## src/design/mer_pkg.sv

```systemverilog
// Shared types and codes for the midpoint ellipse rasterizer.
package mer_pkg;

    // Input item kinds, carried on s_tuser
    localparam logic ACT_START = 1'b0;
    localparam logic ACT_STEP  = 1'b1;

    typedef enum logic [3:0] {
        OP_NONE,
        OP_LOAD,
        OP_SQ_RX,
        OP_SQ_RY,
        OP_MUL_RXSQ_RY,
        OP_INIT_ACC,
        OP_ROUND,
        OP_SW_RY_TX,
        OP_SQUARE,
        OP_SW_RX_TY,
        OP_SW_RX_RY,
        OP_SW_FIN,
        OP_STEP1,
        OP_STEP2
    } dp_op_t;

    typedef enum logic [4:0] {
        ST_IDLE,
        ST_SQ_RX,
        ST_SQ_RY,
        ST_MUL_RY,
        ST_INIT_ACC,
        ST_ROUND_INIT,
        ST_SW_SQ_A,
        ST_SW_RX_TY,
        ST_SW_SQ_B,
        ST_SW_RX_RY,
        ST_SW_SQ_C,
        ST_SW_FIN,
        ST_SW_ROUND,
        ST_STEP2,
        ST_EMIT,
        ST_EMIT_NULL
    } ctl_state_t;

    typedef struct packed {
        dp_op_t op;
        logic   emit;
        logic   emit_null;
    } dp_cmd_t;

    typedef struct packed {
        logic active;
        logic in_region_two;
        logic sx_below_sy;
        logic out_free;
    } dp_status_t;

endpackage

```

## src/design/mer_ctrl.sv

```systemverilog
// Sequencer for the ellipse rasterizer: item dispatch and multi-cycle op sequences.
module mer_ctrl import mer_pkg::*; (
    input  logic       aclk,
    input  logic       aresetn,
    input  logic       s_tvalid,
    output logic       s_tready,
    input  logic       s_tuser,
    input  dp_status_t status,
    output dp_cmd_t    cmd
);

    ctl_state_t state_reg, state_next;
    ctl_state_t disp_state;
    dp_op_t     disp_op;
    logic       accept;

    assign accept = s_tvalid && s_tready;

    // Where an accepted item goes, given the walk state left by the previous item
    always_comb begin
        disp_state = ST_IDLE;
        disp_op    = OP_NONE;
        if (s_tuser == ACT_START) begin
            disp_state = ST_SQ_RX;
            disp_op    = OP_LOAD;
        end else if (!status.active) begin
            disp_state = ST_EMIT_NULL;
            disp_op    = OP_NONE;
        end else if (status.in_region_two) begin
            disp_state = ST_EMIT;
            disp_op    = OP_STEP2;
        end else if (status.sx_below_sy) begin
            disp_state = ST_EMIT;
            disp_op    = OP_STEP1;
        end else begin
            disp_state = ST_SW_SQ_A;
            disp_op    = OP_SW_RY_TX;
        end
    end

    always_comb begin
        state_next = state_reg;
        case (state_reg)
            ST_IDLE: begin
                if (accept) state_next = disp_state;
            end
            ST_SQ_RX:      state_next = ST_SQ_RY;
            ST_SQ_RY:      state_next = ST_MUL_RY;
            ST_MUL_RY:     state_next = ST_INIT_ACC;
            ST_INIT_ACC:   state_next = ST_ROUND_INIT;
            ST_ROUND_INIT: state_next = ST_EMIT;
            ST_SW_SQ_A:    state_next = ST_SW_RX_TY;
            ST_SW_RX_TY:   state_next = ST_SW_SQ_B;
            ST_SW_SQ_B:    state_next = ST_SW_RX_RY;
            ST_SW_RX_RY:   state_next = ST_SW_SQ_C;
            ST_SW_SQ_C:    state_next = ST_SW_FIN;
            ST_SW_FIN:     state_next = ST_SW_ROUND;
            ST_SW_ROUND:   state_next = ST_STEP2;
            ST_STEP2:      state_next = ST_EMIT;
            ST_EMIT, ST_EMIT_NULL: begin
                if (status.out_free) state_next = accept ? disp_state : ST_IDLE;
            end
            default:       state_next = ST_IDLE;
        endcase
    end

    always_comb begin
        s_tready      = 1'b0;
        cmd.op        = OP_NONE;
        cmd.emit      = 1'b0;
        cmd.emit_null = 1'b0;
        case (state_reg)
            ST_IDLE: begin
                s_tready = 1'b1;
                cmd.op   = accept ? disp_op : OP_NONE;
            end
            ST_EMIT, ST_EMIT_NULL: begin
                // next item enters in the same cycle the finished one is registered
                s_tready      = status.out_free;
                cmd.op        = accept ? disp_op : OP_NONE;
                cmd.emit      = (state_reg == ST_EMIT) && status.out_free;
                cmd.emit_null = (state_reg == ST_EMIT_NULL) && status.out_free;
            end
            ST_SQ_RX:      cmd.op = OP_SQ_RX;
            ST_SQ_RY:      cmd.op = OP_SQ_RY;
            ST_MUL_RY:     cmd.op = OP_MUL_RXSQ_RY;
            ST_INIT_ACC:   cmd.op = OP_INIT_ACC;
            ST_ROUND_INIT: cmd.op = OP_ROUND;
            ST_SW_SQ_A:    cmd.op = OP_SQUARE;
            ST_SW_RX_TY:   cmd.op = OP_SW_RX_TY;
            ST_SW_SQ_B:    cmd.op = OP_SQUARE;
            ST_SW_RX_RY:   cmd.op = OP_SW_RX_RY;
            ST_SW_SQ_C:    cmd.op = OP_SQUARE;
            ST_SW_FIN:     cmd.op = OP_SW_FIN;
            ST_SW_ROUND:   cmd.op = OP_ROUND;
            ST_STEP2:      cmd.op = OP_STEP2;
            default:       cmd.op = OP_NONE;
        endcase
    end

    always_ff @(posedge aclk) begin
        if (!aresetn) begin
            state_reg <= ST_IDLE;
        end else begin
            state_reg <= state_next;
        end
    end

endmodule

```

## src/design/mer_datapath.sv

```systemverilog
// Datapath of the ellipse rasterizer: walk registers, shared multiplier, output register.
module mer_datapath import mer_pkg::*; #(
    parameter  int COORD_BITS = 10,
    localparam int RAD_BITS   = COORD_BITS - 1,
    localparam int IN_BITS    = ((2 * COORD_BITS + 2 * RAD_BITS + 7) / 8) * 8,
    localparam int OUT_BITS   = COORD_BITS + 2,
    localparam int M_BITS     = ((4 * OUT_BITS + 7) / 8) * 8
) (
    input  logic               aclk,
    input  logic               aresetn,
    input  logic [IN_BITS-1:0] s_tdata,
    input  dp_cmd_t            cmd,
    output dp_status_t         status,
    output logic               m_tvalid,
    input  logic               m_tready,
    output logic [M_BITS-1:0]  m_tdata,
    output logic               m_tuser,
    output logic               m_tlast
);

    localparam int SQ_BITS    = 2 * RAD_BITS;
    localparam int SLOPE_BITS = COORD_BITS + SQ_BITS + 1;
    localparam int MUL_BITS   = 2 * COORD_BITS;
    localparam int PROD_BITS  = 2 * MUL_BITS;
    localparam int ACC_BITS   = PROD_BITS + 3;
    localparam int DEC_BITS   = PROD_BITS + 1;

    logic [COORD_BITS-1:0]      cx_reg, cx_next, cy_reg, cy_next;
    logic [RAD_BITS-1:0]        rx_reg, rx_next, ry_reg, ry_next;
    logic [COORD_BITS-1:0]      x_reg, x_next, y_reg, y_next;
    logic [SQ_BITS-1:0]         rx_sq_reg, rx_sq_next, ry_sq_reg, ry_sq_next;
    logic [SLOPE_BITS-1:0]      sx_reg, sx_next, sy_reg, sy_next;
    logic signed [DEC_BITS-1:0] dec_reg, dec_next;
    logic signed [ACC_BITS-1:0] acc_reg, acc_next;
    logic [PROD_BITS-1:0]       prod_reg, prod_next;
    logic                       active_reg, active_next, r2_reg, r2_next;
    logic                       m_valid_reg, m_valid_next;
    logic [M_BITS-1:0]          m_data_reg, m_data_next;
    logic                       m_user_reg, m_user_next, m_last_reg, m_last_next;

    logic [MUL_BITS-1:0]        mul_a, mul_b;
    logic [SLOPE_BITS-1:0]      sx_step, sy_step;
    logic signed [DEC_BITS-1:0] sx_ext, sy_ext, rx_sq_ext, ry_sq_ext, dec_rounded;
    logic signed [ACC_BITS-1:0] prod4;
    logic [ACC_BITS-1:0]        acc_mag, acc_round;
    logic [COORD_BITS-1:0]      y_dec;
    logic [OUT_BITS-1:0]        x_right, x_left, y_top, y_bottom;
    logic                       out_free;

    assign out_free = !m_valid_reg || m_tready;

    assign status.active        = active_reg;
    assign status.in_region_two = r2_reg;
    assign status.sx_below_sy   = sx_reg < sy_reg;
    assign status.out_free      = out_free;

    assign y_dec     = y_reg - COORD_BITS'(1);
    assign sx_step   = sx_reg + SLOPE_BITS'({ry_sq_reg, 1'b0});
    assign sy_step   = sy_reg - SLOPE_BITS'({rx_sq_reg, 1'b0});
    assign sx_ext    = $signed(DEC_BITS'(sx_step));
    assign sy_ext    = $signed(DEC_BITS'(sy_step));
    assign rx_sq_ext = $signed(DEC_BITS'(rx_sq_reg));
    assign ry_sq_ext = $signed(DEC_BITS'(ry_sq_reg));
    assign prod4     = $signed(ACC_BITS'({prod_reg, 2'b00}));

    // quarter units to integer, halves away from zero
    assign acc_mag     = acc_reg[ACC_BITS-1] ? $unsigned(-acc_reg) : $unsigned(acc_reg);
    assign acc_round   = (acc_mag + ACC_BITS'(2)) >> 2;
    assign dec_rounded = acc_reg[ACC_BITS-1] ? -$signed(DEC_BITS'(acc_round))
                                             :  $signed(DEC_BITS'(acc_round));

    // the one multiplier; the second-region value is built from squares of short products
    always_comb begin
        mul_a = '0;
        mul_b = '0;
        case (cmd.op)
            OP_SQ_RX: begin
                mul_a = MUL_BITS'(rx_reg);
                mul_b = MUL_BITS'(rx_reg);
            end
            OP_SQ_RY: begin
                mul_a = MUL_BITS'(ry_reg);
                mul_b = MUL_BITS'(ry_reg);
            end
            OP_MUL_RXSQ_RY: begin
                mul_a = MUL_BITS'(rx_sq_reg);
                mul_b = MUL_BITS'(ry_reg);
            end
            OP_SW_RY_TX: begin
                mul_a = MUL_BITS'(ry_reg);
                mul_b = MUL_BITS'({x_reg, 1'b1});
            end
            OP_SQUARE: begin
                mul_a = prod_reg[MUL_BITS-1:0];
                mul_b = prod_reg[MUL_BITS-1:0];
            end
            OP_SW_RX_TY: begin
                mul_a = MUL_BITS'(rx_reg);
                mul_b = MUL_BITS'(y_dec);
            end
            OP_SW_RX_RY: begin
                mul_a = MUL_BITS'(rx_reg);
                mul_b = MUL_BITS'(ry_reg);
            end
            default: begin
                mul_a = '0;
                mul_b = '0;
            end
        endcase
    end

    always_comb begin
        cx_next     = cx_reg;
        cy_next     = cy_reg;
        rx_next     = rx_reg;
        ry_next     = ry_reg;
        x_next      = x_reg;
        y_next      = y_reg;
        rx_sq_next  = rx_sq_reg;
        ry_sq_next  = ry_sq_reg;
        sx_next     = sx_reg;
        sy_next     = sy_reg;
        dec_next    = dec_reg;
        acc_next    = acc_reg;
        prod_next   = mul_a * mul_b;
        active_next = active_reg;
        r2_next     = r2_reg;
        case (cmd.op)
            OP_NONE: begin
                prod_next = prod_reg;
            end
            OP_LOAD: begin
                cx_next     = s_tdata[COORD_BITS-1:0];
                cy_next     = s_tdata[2*COORD_BITS-1:COORD_BITS];
                rx_next     = s_tdata[2*COORD_BITS+RAD_BITS-1:2*COORD_BITS];
                ry_next     = s_tdata[2*COORD_BITS+2*RAD_BITS-1:2*COORD_BITS+RAD_BITS];
                x_next      = '0;
                y_next      = COORD_BITS'(ry_next);
                sx_next     = '0;
                r2_next     = 1'b0;
                active_next = (ry_next != '0);
            end
            OP_SQ_RY:       rx_sq_next = prod_reg[SQ_BITS-1:0];
            OP_MUL_RXSQ_RY: ry_sq_next = prod_reg[SQ_BITS-1:0];
            OP_INIT_ACC: begin
                sy_next  = SLOPE_BITS'({prod_reg, 1'b0});
                acc_next = $signed(ACC_BITS'({ry_sq_reg, 2'b00}))
                         + $signed(ACC_BITS'(rx_sq_reg)) - prod4;
            end
            OP_ROUND:    dec_next = dec_rounded;
            OP_SW_RY_TX: r2_next  = 1'b1;
            OP_SW_RX_TY: acc_next = $signed(ACC_BITS'(prod_reg));
            OP_SW_RX_RY: acc_next = acc_reg + prod4;
            OP_SW_FIN:   acc_next = acc_reg - prod4;
            OP_STEP1: begin
                x_next  = x_reg + COORD_BITS'(1);
                sx_next = sx_step;
                if (dec_reg < 0) begin
                    dec_next = dec_reg + sx_ext + ry_sq_ext;
                end else begin
                    y_next   = y_dec;
                    sy_next  = sy_step;
                    dec_next = dec_reg + sx_ext - sy_ext + ry_sq_ext;
                end
                active_next = (y_next != '0);
            end
            OP_STEP2: begin
                y_next  = y_dec;
                sy_next = sy_step;
                if (dec_reg > 0) begin
                    dec_next = dec_reg + rx_sq_ext - sy_ext;
                end else begin
                    x_next   = x_reg + COORD_BITS'(1);
                    sx_next  = sx_step;
                    dec_next = dec_reg + rx_sq_ext + sx_ext - sy_ext;
                end
                active_next = (y_dec != '0);
            end
            default: begin
                // squaring ops only load the product register
                prod_next = mul_a * mul_b;
            end
        endcase
    end

    assign x_right  = OUT_BITS'(cx_reg) + OUT_BITS'(x_reg);
    assign x_left   = OUT_BITS'(cx_reg) - OUT_BITS'(x_reg);
    assign y_top    = OUT_BITS'(cy_reg) + OUT_BITS'(y_reg);
    assign y_bottom = OUT_BITS'(cy_reg) - OUT_BITS'(y_reg);

    always_comb begin
        m_valid_next = m_valid_reg;
        m_data_next  = m_data_reg;
        m_user_next  = m_user_reg;
        m_last_next  = m_last_reg;
        if (cmd.emit) begin
            m_valid_next = 1'b1;
            m_data_next  = M_BITS'({y_bottom, y_top, x_left, x_right});
            m_user_next  = 1'b1;
            m_last_next  = (y_reg == '0);
        end else if (cmd.emit_null) begin
            m_valid_next = 1'b1;
            m_data_next  = '0;
            m_user_next  = 1'b0;
            m_last_next  = 1'b0;
        end else if (m_tready) begin
            m_valid_next = 1'b0;
        end
    end

    always_ff @(posedge aclk) begin
        if (!aresetn) begin
            active_reg  <= 1'b0;
            r2_reg      <= 1'b0;
            m_valid_reg <= 1'b0;
        end else begin
            active_reg  <= active_next;
            r2_reg      <= r2_next;
            m_valid_reg <= m_valid_next;
        end
    end

    always_ff @(posedge aclk) begin
        cx_reg     <= cx_next;
        cy_reg     <= cy_next;
        rx_reg     <= rx_next;
        ry_reg     <= ry_next;
        x_reg      <= x_next;
        y_reg      <= y_next;
        rx_sq_reg  <= rx_sq_next;
        ry_sq_reg  <= ry_sq_next;
        sx_reg     <= sx_next;
        sy_reg     <= sy_next;
        dec_reg    <= dec_next;
        acc_reg    <= acc_next;
        prod_reg   <= prod_next;
        m_data_reg <= m_data_next;
        m_user_reg <= m_user_next;
        m_last_reg <= m_last_next;
    end

    assign m_tvalid = m_valid_reg;
    assign m_tdata  = m_data_reg;
    assign m_tuser  = m_user_reg;
    assign m_tlast  = m_last_reg;

endmodule

```

## src/design/midpoint_ellipse_rasterizer_core.sv

```systemverilog
// Top level of the midpoint ellipse rasterizer.
//
// A start item (s_tuser 0) latches center and radii and produces the point (0, radius_y);
// each step item (s_tuser 1) advances one midpoint iteration and produces the next point
// with its three mirror images, the final one flagged on m_tlast. A step with no ellipse
// in progress returns an item with m_tuser 0 and zero data. Exactly one result item per
// input item. Step items stream at one per clock while m_tready holds, except the step
// that crosses from region one to region two, which holds off the input as a start does;
// both run a sequence of states on the single shared multiplier, which forms the
// squared radii and the decision values one product per cycle.
module midpoint_ellipse_rasterizer_core import mer_pkg::*; #(
    parameter  int COORD_BITS = 10,
    localparam int RAD_BITS   = COORD_BITS - 1,
    localparam int IN_BITS    = ((2 * COORD_BITS + 2 * RAD_BITS + 7) / 8) * 8,
    localparam int OUT_BITS   = COORD_BITS + 2,
    localparam int M_BITS     = ((4 * OUT_BITS + 7) / 8) * 8
) (
    input  logic               aclk,
    input  logic               aresetn,
    input  logic               s_tvalid,
    output logic               s_tready,
    input  logic [IN_BITS-1:0] s_tdata,  // center_x, center_y, radius_x, radius_y
    input  logic               s_tuser,  // action
    output logic               m_tvalid,
    input  logic               m_tready,
    output logic [M_BITS-1:0]  m_tdata,  // x_right, x_left, y_top, y_bottom
    output logic               m_tuser,  // valid_res
    output logic               m_tlast
);

    dp_cmd_t    cmd;
    dp_status_t status;

    mer_ctrl u_ctrl (
        .aclk     (aclk),
        .aresetn  (aresetn),
        .s_tvalid (s_tvalid),
        .s_tready (s_tready),
        .s_tuser  (s_tuser),
        .status   (status),
        .cmd      (cmd)
    );

    mer_datapath #(
        .COORD_BITS (COORD_BITS)
    ) u_datapath (
        .aclk     (aclk),
        .aresetn  (aresetn),
        .s_tdata  (s_tdata),
        .cmd      (cmd),
        .status   (status),
        .m_tvalid (m_tvalid),
        .m_tready (m_tready),
        .m_tdata  (m_tdata),
        .m_tuser  (m_tuser),
        .m_tlast  (m_tlast)
    );

    // a start occupies the multiplier through its state sequence
    a_start_busy: assert property (@(posedge aclk) disable iff (!aresetn)
        s_tvalid && s_tready && (s_tuser == ACT_START) |=> !s_tready)
        else $error("item accepted during start sequence");

    a_null_item: assert property (@(posedge aclk) disable iff (!aresetn)
        m_tvalid && !m_tuser |-> (m_tdata == '0) && !m_tlast)
        else $error("empty result carries data");

    a_last_valid: assert property (@(posedge aclk) disable iff (!aresetn)
        m_tvalid && m_tlast |-> m_tuser)
        else $error("last flag on empty result");

    // the last point ends the walk
    a_last_idle: assert property (@(posedge aclk) disable iff (!aresetn)
        cmd.emit && !status.active && (cmd.op == OP_NONE) |=> m_tlast)
        else $error("walk ended without last point");

endmodule
```

## config.mk

```make
export PLATFORM = sky130hd
export DESIGN_NAME = midpoint_ellipse_rasterizer_core
export DESIGN_NICKNAME = d
export VERILOG_FILES = /design/src/design/mer_pkg.sv /design/src/design/mer_ctrl.sv /design/src/design/mer_datapath.sv /design/src/design/midpoint_ellipse_rasterizer_core.sv
export SDC_FILE = /design/constraint.sdc
export NUM_CORES = 2
export LEC_CHECK = 0
export BUFFER_PORTS_ARGS = -buffer_cell sky130_fd_sc_hd__buf_4
export CAP_MARGIN = 20
export CORE_UTILIZATION = 30
export DETAILED_ROUTE_END_ITERATION = 10
export SYNTH_ARGS = -nofsm -noshare
export SYNTH_HDL_FRONTEND = slang
export SYNTH_SLANG_ARGS = --single-unit
```

## constraint.sdc

```tcl
create_clock -name aclk -period 30.2 [get_ports aclk]
set_input_delay 4.53 -clock aclk [delete_from_list [all_inputs] [get_ports aclk]]
set_output_delay 4.53 -clock aclk [all_outputs]
set_load 0.01 [all_outputs]
```

==> results_dict.tcl <==
set metrics [dict create \
    outcome "completed" \
    period_minus_slack_ns 14.14 \
    grt_pass1_vias 42560 \
    ys.flop_type "edfxtp_1" \
    finalMaxSlewViolations 0 \
    cp-end-kind "flip-flop" \
    synth_most_common_cell "inv_1" \
    first_pass_iters 6 \
    ff2ff_setup_slack_ns 18.78 \
    grt_use_total_pct 18.28 \
    grt_start_max_net_pins 67 \
    max_cap_viol_count 0 \
    totalWireLength_mm 159.6 \
    synthAdderAreaFrac_pct 28.21 \
    finClkSkew_ns 0.02652 \
    drt_iter0_drc 3612 \
    crit_fanout 20 \
    wl_per_cell_um 19.21 \
    reg2reg_depth 36 \
    cts_root_buffer "clkbuf_16" \
    max_slew_margin_pct 20.59 \
    via_per_inst 5.304 \
    max_stage_delay_ns 0.94 \
    r2r-end "u_datapath.prod_reg[38]" \
    hold_path_class "reg -> reg" \
    worstMarginPinSlew_ns 1.187 \
    final_nets 7036 \
    start_util_pct 30.27 \
    pin_count 97 \
    arrival_ns 14.46 \
    synth-edff-count 317 \
    min_from "u_datapath.m_tuser" \
    antenna_left 0 \
    ys_seq_area_share_pct 19.10 \
    synth_common_cells "inv_1 (858), nor2_1 (567), nand2_1 (552), ha_1 (536), xnor2_1 (386)" \
    synthCells 6061 \
    tritoncts "built" \
    post_cts_buffers 0 \
    synth_warnings 0 \
    crit_type "in -> reg" \
    antenna_found_initial 0 \
    synth_compound_area_share_pct 17.39 \
    clk_pin_slew_ns 0.06 \
    period_share_pct 46.83 \
    setup-violations-final 0 \
    cts_repair_resize_count 0 \
    dieWidth_um 413.0 \
    routabilityCongestion 0.9717 \
    largest_reg_flops 43 \
    rsz0062_at_grt "false" \
    ctsLongestPathBuffers 3 \
    cp.required_ns 30.52 \
    synth_top_cell_area_share_pct 18.78 \
    crit_top_cell "fa_1" \
    syn_area_per_cell_um2 8.361 \
    cts_sinks 325 \
    grt_pass1_wl_mm 245.5 \
    numCtsBuffers 38 \
    dieArea_mm2 0.1706 \
    synth_seq_cells 325 \
    synthMuxAreaShare_pct 0.5876 \
    area_growth_pct 9.032 \
    dpl.hpwl_mm 130.0 \
    synth_area_leaders "edfxtp_1 (19%), fa_1 (15%), ha_1 (13%)" \
    placementRows 150 \
    die_h_um 413.0 \
    max_freq_mhz 70.70 \
    clk_latency_ns 0.59 \
    synth_xor_area_share_pct 9.936 \
    hold_viol 0 \
    io_buffers 92 \
    min_to "u_datapath.m_tuser" \
    async_reset_ff_share_pct 0 \
    critPathSlowestCell "a221o_1" \
    holdBufCountCts 0 \
    hold_path_depth 2 \
    setup-tns-final_ns 0 \
    synth_area_leader_cell "edfxtp_1" \
    grt_remaining_overflow 0 \
    htreeDepth 2 \
    syn_area_mm2 0.05067 \
    drc 0 \
    synth_top_family_by_area "adder cells" \
    yosys.area_share.simple_pct 16.87 \
    r2r_start "u_datapath.sx_reg[7]" \
    coreArea_mm2 0.1674 \
    vias 44080 \
    drive_gt1_share_pct 5.225 \
    start_kind "input port" \
    synth_cell_type_count 103 \
]
critical path, delay by kind of cell:
kind / cells / cell delay, ns
compound gates: 10 / 3.38
xor+xnor: 1 / 0.14
fa+ha+maj: 8 / 3.97
buf+inv: 8 / 0.80
simple gates: 9 / 1.58
cell families (layout without fill, tap and decap cells):
kind of cell,Yosys count,in the layout
other,1,3
muxes,28,28
and+or+nand+nor,1813,1813
adders and majority gates,915,915
DFF,325,325
AOI/OAI and AO/OA,1356,1356
buffers and inverters,1049,1092
xor gates and xnor gates,574,574
layout make-up:
| type | count | area, um2 |
|---|---|---|
| inverters | 863 | 3239 |
| diodes | 1 | 2.502 |
| flip-flops and latches | 325 | 9679 |
| multi-input cells | 4688 | 37140 |
| repair buffers | 160 | 1217 |
| clock inverters | 24 | 195.2 |
| well taps | 2204 | 2758 |
| clock buffers | 45 | 1018 |
| fillers | 17590 | 112200 |
how the worst max path moves through the flow:
| stage | slack (ns) | from | end | depth (start not counted) |
|---|---|---|---|---|
| 6_report | 16.06 | m_tready | u_datapath.prod_reg[38] | 36 |
| 5_1_grt | 15.54 | m_tready | u_datapath.prod_reg[38] | 36 |
| 4_1_cts | 16.00 | m_tready | u_datapath.prod_reg[38] | 36 |
| 3_5_place_dp | 15.41 | m_tready | u_datapath.prod_reg[38] | 36 |
| 3_3_place_gp | 15.53 | m_tready | u_datapath.prod_reg[38] | 36 |
| 2_1_floorplan | 16.85 | m_tready | u_datapath.prod_reg[38] | 36 |
placed cells by master (no fill, tap or decap), types with 98 or more instances in the layout:
cell,n
inv_1,857
a21o_1,142
nand3_1,98
nor3_1,107
nand2_1,551
xnor2_1,386
a21oi_1,367
o21ai_0,285
xor2_1,187
buf_4,157
ha_1,536
edfxtp_1,317
nor2_1,564
fa_1,379
metal layers:
layer / GRT usage (%) / wire length (um)
met5: 0 / 0
met4: 4.097 / 3437
met3: 1.835 / 11190
met2: 29.16 / 72150
met1: 26.43 / 72860
per-stage QoR:
stage	hold WS, ns	instances	setup slack, ns	util [%]	area [um2]
after floorplan	0.4666	6062	16.85	-	50680
final	0.4437	8310	16.06	33.00	55250
after global placement	0.4358	8236	15.53	32.25	53990
after global routing	0.4830	8309	15.54	33.00	55250
after detailed placement	0.4380	8237	15.41	32.25	53990
after CTS	0.4458	8306	16.00	32.98	55210
Power is not shown: default switching activity piles up to over one toggle a cycle in this logic, so the estimate is an artifact.
